File: config.mk
export PLATFORM = sky130hd
export DESIGN_NAME = adaptive_network_rewire_step
export DESIGN_NICKNAME = d
export VERILOG_FILES = /design/src/hw/rtl/arnw_pkg.sv /design/src/hw/rtl/arnw_seq.sv /design/src/hw/rtl/adaptive_network_rewire_step.sv
export SDC_FILE = /design/constraint.sdc
export NUM_CORES = 2
export LEC_CHECK = 0
export BUFFER_PORTS_ARGS = -buffer_cell sky130_fd_sc_hd__buf_2
export CAP_MARGIN = 15
export CORE_MARGIN = 2
export CORE_UTILIZATION = 29
export DETAILED_ROUTE_END_ITERATION = 6
export GPL_ROUTABILITY_DRIVEN = 1
export SYNTH_ARGS = -nofsm -noshare
export SYNTH_HDL_FRONTEND = slang
export SYNTH_SLANG_ARGS = --single-unit
File: constraint.sdc
create_clock -name clk_i -period 4 [get_ports clk_i]
set_input_delay 0.8 -clock clk_i [delete_from_list [all_inputs] [get_ports clk_i]]
set_output_delay 0.8 -clock clk_i [all_outputs]
set_load 0.03 [all_outputs]
File: src/hw/rtl/arnw_pkg.sv
// arnw_pkg: shared types and constants for the adaptive network rewiring step
// request and result structs, microcode word layout, sequencer enums
// no dependencies
package arnw_pkg;

  localparam int unsigned MAX_NODES  = 32;
  localparam int unsigned NODE_W     = 5;
  localparam int unsigned COUNT_W    = 6;
  localparam int unsigned FRAC_W     = 16;
  localparam int unsigned PROB_W     = 17;
  localparam int unsigned CFG_IDX_W  = 1;
  localparam int unsigned CFG_DATA_W = 17;

  localparam logic [COUNT_W-1:0] NODE_COUNT_RESET = COUNT_W'(MAX_NODES);
  localparam logic [COUNT_W-1:0] NODE_COUNT_MAX   = COUNT_W'(MAX_NODES);
  localparam logic [COUNT_W-1:0] NODE_COUNT_MIN   = COUNT_W'(2);

  typedef logic [MAX_NODES-1:0] row_t;

  typedef enum logic [1:0] {
    REQ_DRAW   = 2'd0,
    REQ_ALWAYS = 2'd1,
    REQ_NEVER  = 2'd2,
    REQ_UNUSED = 2'd3
  } req_type_e;

  typedef enum logic [CFG_IDX_W-1:0] {
    CFG_NODE_COUNT  = 1'b0,
    CFG_REWIRE_PROB = 1'b1
  } cfg_idx_e;

  typedef struct packed {
    logic [1:0]        req_type;
    logic [NODE_W-1:0] focal_node;
    logic [NODE_W-1:0] other_draw;
    logic [FRAC_W-1:0] random_fraction;
  } req_t;

  typedef struct packed {
    logic [NODE_W-1:0] edge_low;
    logic [NODE_W-1:0] edge_high;
    logic              edge_added;
    logic              last;
  } res_t;

  typedef enum logic [2:0] {
    ACT_NONE,
    ACT_CHECK,
    ACT_REMOVE,
    ACT_LOAD_J,
    ACT_ADD,
    ACT_LINK
  } action_e;

  typedef enum logic [2:0] {
    COND_ALWAYS,
    COND_NO_START,
    COND_SKIP,
    COND_K_MORE,
    COND_NO_REWIRE
  } cond_e;

  typedef enum logic [2:0] {
    STEP_IDLE,
    STEP_CHECK,
    STEP_REMOVE,
    STEP_LOAD_J,
    STEP_ADD,
    STEP_LINK
  } step_e;

  typedef struct packed {
    action_e action;
    cond_e   cond;
    step_e   target;
  } ucode_t;

  typedef struct packed {
    action_e action;
    logic    busy;
  } ctrl_t;

  typedef struct packed {
    logic start;
    logic skip;
    logic k_more;
    logic no_rewire;
  } status_t;

endpackage

File: src/hw/rtl/arnw_seq.sv
// arnw_seq: microcoded sequencer, step counter with control word rom
// depends on arnw_pkg
module arnw_seq (
  input  logic             clk_i,
  input  logic             rst_ni,
  input  arnw_pkg::status_t status_i,
  output arnw_pkg::ctrl_t   ctrl_o
);

  function automatic arnw_pkg::ucode_t ucode_rom(arnw_pkg::step_e step);
    arnw_pkg::ucode_t w;
    case (step)
      arnw_pkg::STEP_IDLE:
        w = '{arnw_pkg::ACT_NONE, arnw_pkg::COND_NO_START, arnw_pkg::STEP_IDLE};
      arnw_pkg::STEP_CHECK:
        w = '{arnw_pkg::ACT_CHECK, arnw_pkg::COND_SKIP, arnw_pkg::STEP_IDLE};
      arnw_pkg::STEP_REMOVE:
        w = '{arnw_pkg::ACT_REMOVE, arnw_pkg::COND_K_MORE, arnw_pkg::STEP_REMOVE};
      arnw_pkg::STEP_LOAD_J:
        w = '{arnw_pkg::ACT_LOAD_J, arnw_pkg::COND_NO_REWIRE, arnw_pkg::STEP_IDLE};
      arnw_pkg::STEP_ADD:
        w = '{arnw_pkg::ACT_ADD, arnw_pkg::COND_K_MORE, arnw_pkg::STEP_ADD};
      arnw_pkg::STEP_LINK:
        w = '{arnw_pkg::ACT_LINK, arnw_pkg::COND_ALWAYS, arnw_pkg::STEP_IDLE};
      default:
        w = '{arnw_pkg::ACT_NONE, arnw_pkg::COND_ALWAYS, arnw_pkg::STEP_IDLE};
    endcase
    return w;
  endfunction

  arnw_pkg::step_e  step_q, step_d;
  arnw_pkg::ucode_t word;
  logic             taken;

  assign word = ucode_rom(step_q);

  // next step
  always_comb begin
    case (word.cond)
      arnw_pkg::COND_ALWAYS:    taken = 1'b1;
      arnw_pkg::COND_NO_START:  taken = !status_i.start;
      arnw_pkg::COND_SKIP:      taken = status_i.skip;
      arnw_pkg::COND_K_MORE:    taken = status_i.k_more;
      arnw_pkg::COND_NO_REWIRE: taken = status_i.no_rewire;
      default:                  taken = 1'b1;
    endcase
    step_d = taken ? word.target : arnw_pkg::step_e'(3'(step_q + 3'd1));
  end

  // outputs
  always_comb begin
    ctrl_o.action = word.action;
    ctrl_o.busy   = (step_q != arnw_pkg::STEP_IDLE);
  end

  always_ff @(posedge clk_i or negedge rst_ni) begin
    if (!rst_ni) begin
      step_q <= arnw_pkg::STEP_IDLE;
    end else begin
      step_q <= step_d;
    end
  end

endmodule

File: src/hw/rtl/adaptive_network_rewire_step.sv
// adaptive_network_rewire_step: top level, adjacency matrix and edge datapath
// depends on arnw_pkg and arnw_seq
//
// An event is taken when start is high and busy low. Every edge change is shown on res_o for
// one cycle with res_valid_o; the receiver cannot stall, so results leave as they are made,
// at most one per cycle, the event's final one flagged by last. The sequencer scans all 32
// neighbour positions one per cycle: a rewiring event is busy for check, 32 removal steps,
// load of the other node's row, 32 join steps, link; a non-rewiring one ends after the load,
// a rejected or skipped one after check. The next event may start in the cycle after busy
// falls. Reset clears the graph; configure only while idle, as the block does not check it.
module adaptive_network_rewire_step (
  input  logic                                clk_i,
  input  logic                                rst_ni,
  input  logic                                start,
  output logic                                busy,
  input  arnw_pkg::req_t                      req_i,
  output logic                                res_valid_o,
  output arnw_pkg::res_t                      res_o,
  input  logic                                cfg_we_i,
  input  logic [arnw_pkg::CFG_IDX_W-1:0]      cfg_idx_i,
  input  logic [arnw_pkg::CFG_DATA_W-1:0]     cfg_data_i
);

  arnw_pkg::ctrl_t   ctrl;
  arnw_pkg::status_t status;

  logic [arnw_pkg::COUNT_W-1:0] node_count_q;
  logic [arnw_pkg::PROB_W-1:0]  prob_q;
  arnw_pkg::req_t               req_q;
  arnw_pkg::row_t               adj_q [arnw_pkg::MAX_NODES];
  arnw_pkg::row_t               adj_d [arnw_pkg::MAX_NODES];
  arnw_pkg::row_t               mask_q, mask_d, rest, rd_row;
  logic [arnw_pkg::NODE_W-1:0]  k_q, k_d, fi, dr, j, other, rd_idx;
  logic                         rew_q, rew_d, rew_now, valid_draw;
  logic [arnw_pkg::COUNT_W-1:0] n_eff;
  logic                         emit, emit_added, emit_last;
  logic                         res_valid_q;
  arnw_pkg::res_t               res_q;
  logic                         accept;

  arnw_seq u_seq (
    .clk_i    (clk_i),
    .rst_ni   (rst_ni),
    .status_i (status),
    .ctrl_o   (ctrl)
  );

  assign busy   = ctrl.busy;
  assign accept = start && !ctrl.busy;

  assign fi     = req_q.focal_node;
  assign dr     = req_q.other_draw;
  assign j      = (dr >= fi) ? arnw_pkg::NODE_W'(dr + 1'b1) : dr;
  assign rd_idx = (ctrl.action == arnw_pkg::ACT_LOAD_J) ? j : fi;
  assign rd_row = adj_q[rd_idx];
  assign rest   = mask_q & ~(arnw_pkg::row_t'(1) << k_q);

  // decision of the current request
  always_comb begin
    n_eff = (node_count_q > arnw_pkg::NODE_COUNT_MAX) ? arnw_pkg::NODE_COUNT_MAX
                                                      : node_count_q;
    valid_draw = (req_q.req_type != arnw_pkg::REQ_UNUSED)
              && (n_eff >= arnw_pkg::NODE_COUNT_MIN)
              && ({1'b0, fi} < n_eff)
              && ({1'b0, dr} < arnw_pkg::COUNT_W'(n_eff - 1'b1));
    rew_now = (req_q.req_type == arnw_pkg::REQ_ALWAYS)
           || ((req_q.req_type == arnw_pkg::REQ_DRAW)
               && ({1'b0, req_q.random_fraction} < prob_q));
    status.start     = start;
    status.skip      = !valid_draw || (rew_now && rd_row[j]);
    status.k_more    = (k_q != '1);
    status.no_rewire = !rew_q;
  end

  // edge emission
  always_comb begin
    emit       = 1'b0;
    emit_added = 1'b0;
    emit_last  = 1'b0;
    other      = k_q;
    case (ctrl.action)
      arnw_pkg::ACT_REMOVE: begin
        emit      = mask_q[k_q];
        emit_last = !rew_q && (rest == '0);
      end
      arnw_pkg::ACT_ADD: begin
        emit       = mask_q[k_q] && (k_q != fi);
        emit_added = 1'b1;
      end
      arnw_pkg::ACT_LINK: begin
        emit       = 1'b1;
        emit_added = 1'b1;
        emit_last  = 1'b1;
        other      = j;
      end
      default: begin
        emit = 1'b0;
      end
    endcase
  end

  // matrix and scan registers next values
  always_comb begin
    adj_d  = adj_q;
    mask_d = mask_q;
    k_d    = k_q;
    rew_d  = rew_q;
    case (ctrl.action)
      arnw_pkg::ACT_CHECK: begin
        mask_d = rd_row;
        k_d    = '0;
        rew_d  = rew_now;
      end
      arnw_pkg::ACT_REMOVE: begin
        if (emit) begin
          adj_d[fi][k_q] = 1'b0;
          adj_d[k_q][fi] = 1'b0;
        end
        mask_d = rest;
        k_d    = arnw_pkg::NODE_W'(k_q + 1'b1);
      end
      arnw_pkg::ACT_LOAD_J: begin
        mask_d = rd_row;
        k_d    = '0;
      end
      arnw_pkg::ACT_ADD: begin
        if (emit) begin
          adj_d[fi][k_q] = 1'b1;
          adj_d[k_q][fi] = 1'b1;
        end
        k_d = arnw_pkg::NODE_W'(k_q + 1'b1);
      end
      arnw_pkg::ACT_LINK: begin
        adj_d[fi][j] = 1'b1;
        adj_d[j][fi] = 1'b1;
      end
      default: begin
        k_d = k_q;
      end
    endcase
  end

  always_ff @(posedge clk_i or negedge rst_ni) begin
    if (!rst_ni) begin
      for (int n = 0; n < arnw_pkg::MAX_NODES; n++) begin
        adj_q[n] <= '0;
      end
      k_q         <= '0;
      rew_q       <= 1'b0;
      res_valid_q <= 1'b0;
    end else begin
      adj_q       <= adj_d;
      k_q         <= k_d;
      rew_q       <= rew_d;
      res_valid_q <= emit;
    end
  end

  always_ff @(posedge clk_i or negedge rst_ni) begin
    if (!rst_ni) begin
      node_count_q <= arnw_pkg::NODE_COUNT_RESET;
      prob_q       <= '0;
    end else if (cfg_we_i) begin
      case (arnw_pkg::cfg_idx_e'(cfg_idx_i))
        arnw_pkg::CFG_NODE_COUNT:  node_count_q <= cfg_data_i[arnw_pkg::COUNT_W-1:0];
        arnw_pkg::CFG_REWIRE_PROB: prob_q       <= cfg_data_i[arnw_pkg::PROB_W-1:0];
        default: ;
      endcase
    end
  end

  always_ff @(posedge clk_i) begin
    mask_q <= mask_d;
    if (accept) begin
      req_q <= req_i;
    end
    if (emit) begin
      res_q.edge_low   <= (other < fi) ? other : fi;
      res_q.edge_high  <= (other < fi) ? fi : other;
      res_q.edge_added <= emit_added;
      res_q.last       <= emit_last;
    end
  end

  assign res_valid_o = res_valid_q;
  assign res_o       = res_q;

endmodule

==> impl_metrics.toml <==
[status]
status = "complete, but fails checks"
violations = "design-rule violations, negative setup slack"

[routing]
drtIter0Drc = 15000
wl_um = 444000
vias_per_cell = 6.82
antenna_left = 0
drc = 14
dr_total_vias = 85300
firstDrtPassIters = 7
detail_route.wl_per_cell_um = 35.5

[worst_setup_path]
cpPeakStageDelay_ns = 0.43
arrival_ns = 5.47
crit_chain = "ha_4 > a21o_4 > a22o_4 > a211o_1 > o21ai_4 > buf_12 > buf_16 > buf_16 > buf_12 > buf_16 > nand2_1 > nand3_2 > nand4_1 > and4_4 > a22oi_2 > o2111ai_2 > nor4_4 > o21ai_4 > and3_1"
ff2ff_setup_slack_ns = -0.72
crit_top_cell = "buf_16"
cp-start-kind = "flop"
worstPathMaxFanout = 8
worstSetupPathType = "flop to flop"
reg2reg_depth = 19
crit_required_ns = 4.75
slowest_stage = "edfxtp_1"
timing.rr.end = "u_seq.step_q[0]$_DFF_PN0_"
rr_startpoint = "dr[4]$_DFFE_PP_"
worst_setup_path_end_kind = "flop"

[place]
gp_congestion = 1.03
io_buffers = 63
post-dp-hpwl_um = 283000
dp.cells = 12100
dpl-instance-area_um2 = 82900

[power]
powerDensity_nw_per_um2 = 792
p_total_mw = 71.9
p_leak_nw = 35.7
ir_worst_vdd_mv = 0.523

[clock_tree]
cts_root_buffer = "clkbuf_16"
cts-buffers-inserted = 140
clk_pin_slew_worst_paths_ns = 0.06
cts_tree = "built"
clock_latency_ns = 0.89
cts_max_level = 4
cts_sinks = 1129
clock_path_buffers = 3

[cells_and_area]
layout_common_cells = "a21oi_1 (1285), nand2_1 (1147), dfrtp_1 (1056)"
fin_nets = 9153
multiInputGateArea_um2 = 41000
seq_area_um2 = 28600
final_common_cell = "a21oi_1"
fillCellCount = 25100
syn2layout_area_growth_pct = 25.4
fin_area_um2 = 90700
instances_no_fill = 12500
drive_gt1_frac = 0.186

[global_routing]
grt_first_pass_wirelength_um = 617000
grt_use_met3 = 0.128
gr-usage-met1 = 0.417
grt_use_total = 0.337
grt_max_degree = 150
use_met2 = 0.470
antenna_found_initial = 26
overflow = 0
grt-busiest-layer = "met2"
grt_pass1_vias = 81100

[timing]
fmaxAchievable_mhz = 212
setup_violations = 8
whs_ns = 0.128
finClkSkew_ns = 0.0644
maxSlewViolCount = 0
finalHoldViolCount = 0
rsz0062_at_grt = "true"
setup_slack_ns = -0.724
tightest_slew_ns = 1.25
fin_crit_sh = 1.18
period_needed_ns = 4.72
finalSetupTns_ns = -2.33
slew_headroom = 0.162

[floorplan]
initial_core_util = 0.291
die_area_um2 = 253000
chipHeight_um = 503
core.rowCount = 183
core_um2 = 248000
die-width_um = 503
io_pins = 64

[hold_path]
holdPathEnd = "req_q[1]$_DFFE_PP_"
hp-class = "input port to flop"
min_path_cells = 1
min_from = "req_i[1]"

[logic_synthesis]
yosys_warnings = 0
ys_seq_area_frac = 0.396
synthDistinctLibCells = 87
synth_seq_cells = 1129
synth_edf_count = 72
synthCells = 8752
synth.avg_cell_area_um2 = 8.26
ys_async_sr_fraction = 0.936
netlist_area_um2 = 72300
ys.flop_type = "dfrtp_1"
syn_nets = 8850

[job]
max_cap_viol_count = 0
==> metal layers <==
layer  vias up  routed length [um]
met4        22               41300
li1      33500                   -
met3      2260               66500
met5         -                 167
met2      7816              177000
met1     41600              159000
==> critical path: cells and delay by family (launching register included) <==
kind | cells | cell delay [ns]
simple gates | 6 | 1.36
flops | 1 | 0.43
fa+ha+maj | 1 | 0.28
buf+inv | 5 | 0.92
compound gates | 7 | 1.61
==> flip-flops by register name (all words and copies together) (netlist names), 3 cells and up <==
| signal | flops |
|---|---|
| adj_q | 1024 |
| u_seq.step_q | 3 |
| dr | 5 |
| res_o | 12 |
| req_q | 18 |
| k_q | 5 |
| mask_q | 32 |
| node_count_q | 6 |
| fi | 5 |
| prob_q | 17 |
==> where the power goes <==
part / switching, mW / leakage [nW] / total (mW) / internal (mW)
Combinational: 23.0 / 19.0 / 37.5 / 14.5
Clock: 5.77 / 2.27 / 13.3 / 7.54
Sequential: 4.55 / 14.4 / 21.0 / 16.5
==> cell type report <==
type | count | share of cell area
Antenna cell | 10 | 0.000276
Clock buffer | 204 | 0.0457
Clock inverter | 43 | 0.00528
Inverter | 192 | 0.00796
Multi-Input combinational cell | 6482 | 0.452
Sequential cell | 1129 | 0.315
Tap cell | 3330 | 0.0459
Timing Repair Buffer | 1110 | 0.127
==> cell families (layout without fill, tap and decap cells) <==
group | Yosys count | after routing | share of synthesized area
simple gates | 1858 | 1859 | 0.106
other cells | 0 | 10 | 0
xor+xnor | 9 | 9 | 0.00109
fa+ha+maj | 48 | 48 | 0.00831
mux | 298 | 298 | 0.0438
buf+inv | 1142 | 1549 | 0.0630
flops | 1129 | 1129 | 0.396
compound gates | 4268 | 4268 | 0.382
==> repair_timing <==
item | 4_1_cts | 5_1_grt
pin swaps | 91 | 49
hold buffers | 1 | 0
gates cloned | 20 | 0
endpoints found under the setup margin | 306 | 256
buffers inserted | 89 | 29
gates resized for setup | 252 | 101
endpoints found under the hold margin | 18 | 0
==> stage by stage <==
step           setup WS [ns]  utilization
3_3_place_gp           -1.22        0.334
4_1_cts               -0.453        0.363
6_report              -0.724        0.365
2_1_floorplan       0.000295            -
5_1_grt               -0.695        0.365
3_5_place_dp           -1.17        0.334
==> synth_stat cells, types with 45 or more instances <==
cell | n | share of area
a21oi_1 | 1307 | 0.090
nand2_1 | 1164 | 0.060
dfrtp_1 | 1056 | 0.37
clkbuf_1 | 807 | 0.042
o21a_1 | 761 | 0.079
o21ai_0 | 579 | 0.040
o22ai_1 | 497 | 0.043
a221oi_1 | 441 | 0.053
nor2_1 | 361 | 0.019
mux2i_1 | 242 | 0.034
inv_1 | 188 | 0.0098
nand3_1 | 154 | 0.011
o211ai_1 | 132 | 0.014
o221ai_1 | 100 | 0.012
a211oi_1 | 95 | 0.0099
a22oi_1 | 81 | 0.0084
edfxtp_1 | 72 | 0.030
buf_2 | 67 | 0.0046
a31oi_1 | 54 | 0.0047
ha_1 | 48 | 0.0083
mux2_2 | 45 | 0.0070
==> worst max path at each step <==
stage | from | to | slack [ns] | cells after the start
after global placement | u_seq.step_q[0]$_DFF_PN0_ | u_seq.step_q[0]$_DFF_PN0_ | -1.22 | 20
after detailed placement | u_seq.step_q[0]$_DFF_PN0_ | u_seq.step_q[0]$_DFF_PN0_ | -1.17 | 20
after global routing | dr[2]$_DFFE_PP_ | u_seq.step_q[0]$_DFF_PN0_ | -0.69 | 21
after CTS | dr[4]$_DFFE_PP_ | u_seq.step_q[2]$_DFF_PN0_ | -0.45 | 19
after floorplan | fi[1]$_DFFE_PP_ | u_seq.step_q[0]$_DFF_PN0_ | 0.0003 | 20
final | dr[4]$_DFFE_PP_ | u_seq.step_q[0]$_DFF_PN0_ | -0.72 | 19
Power figures use the tool's default switching activity.
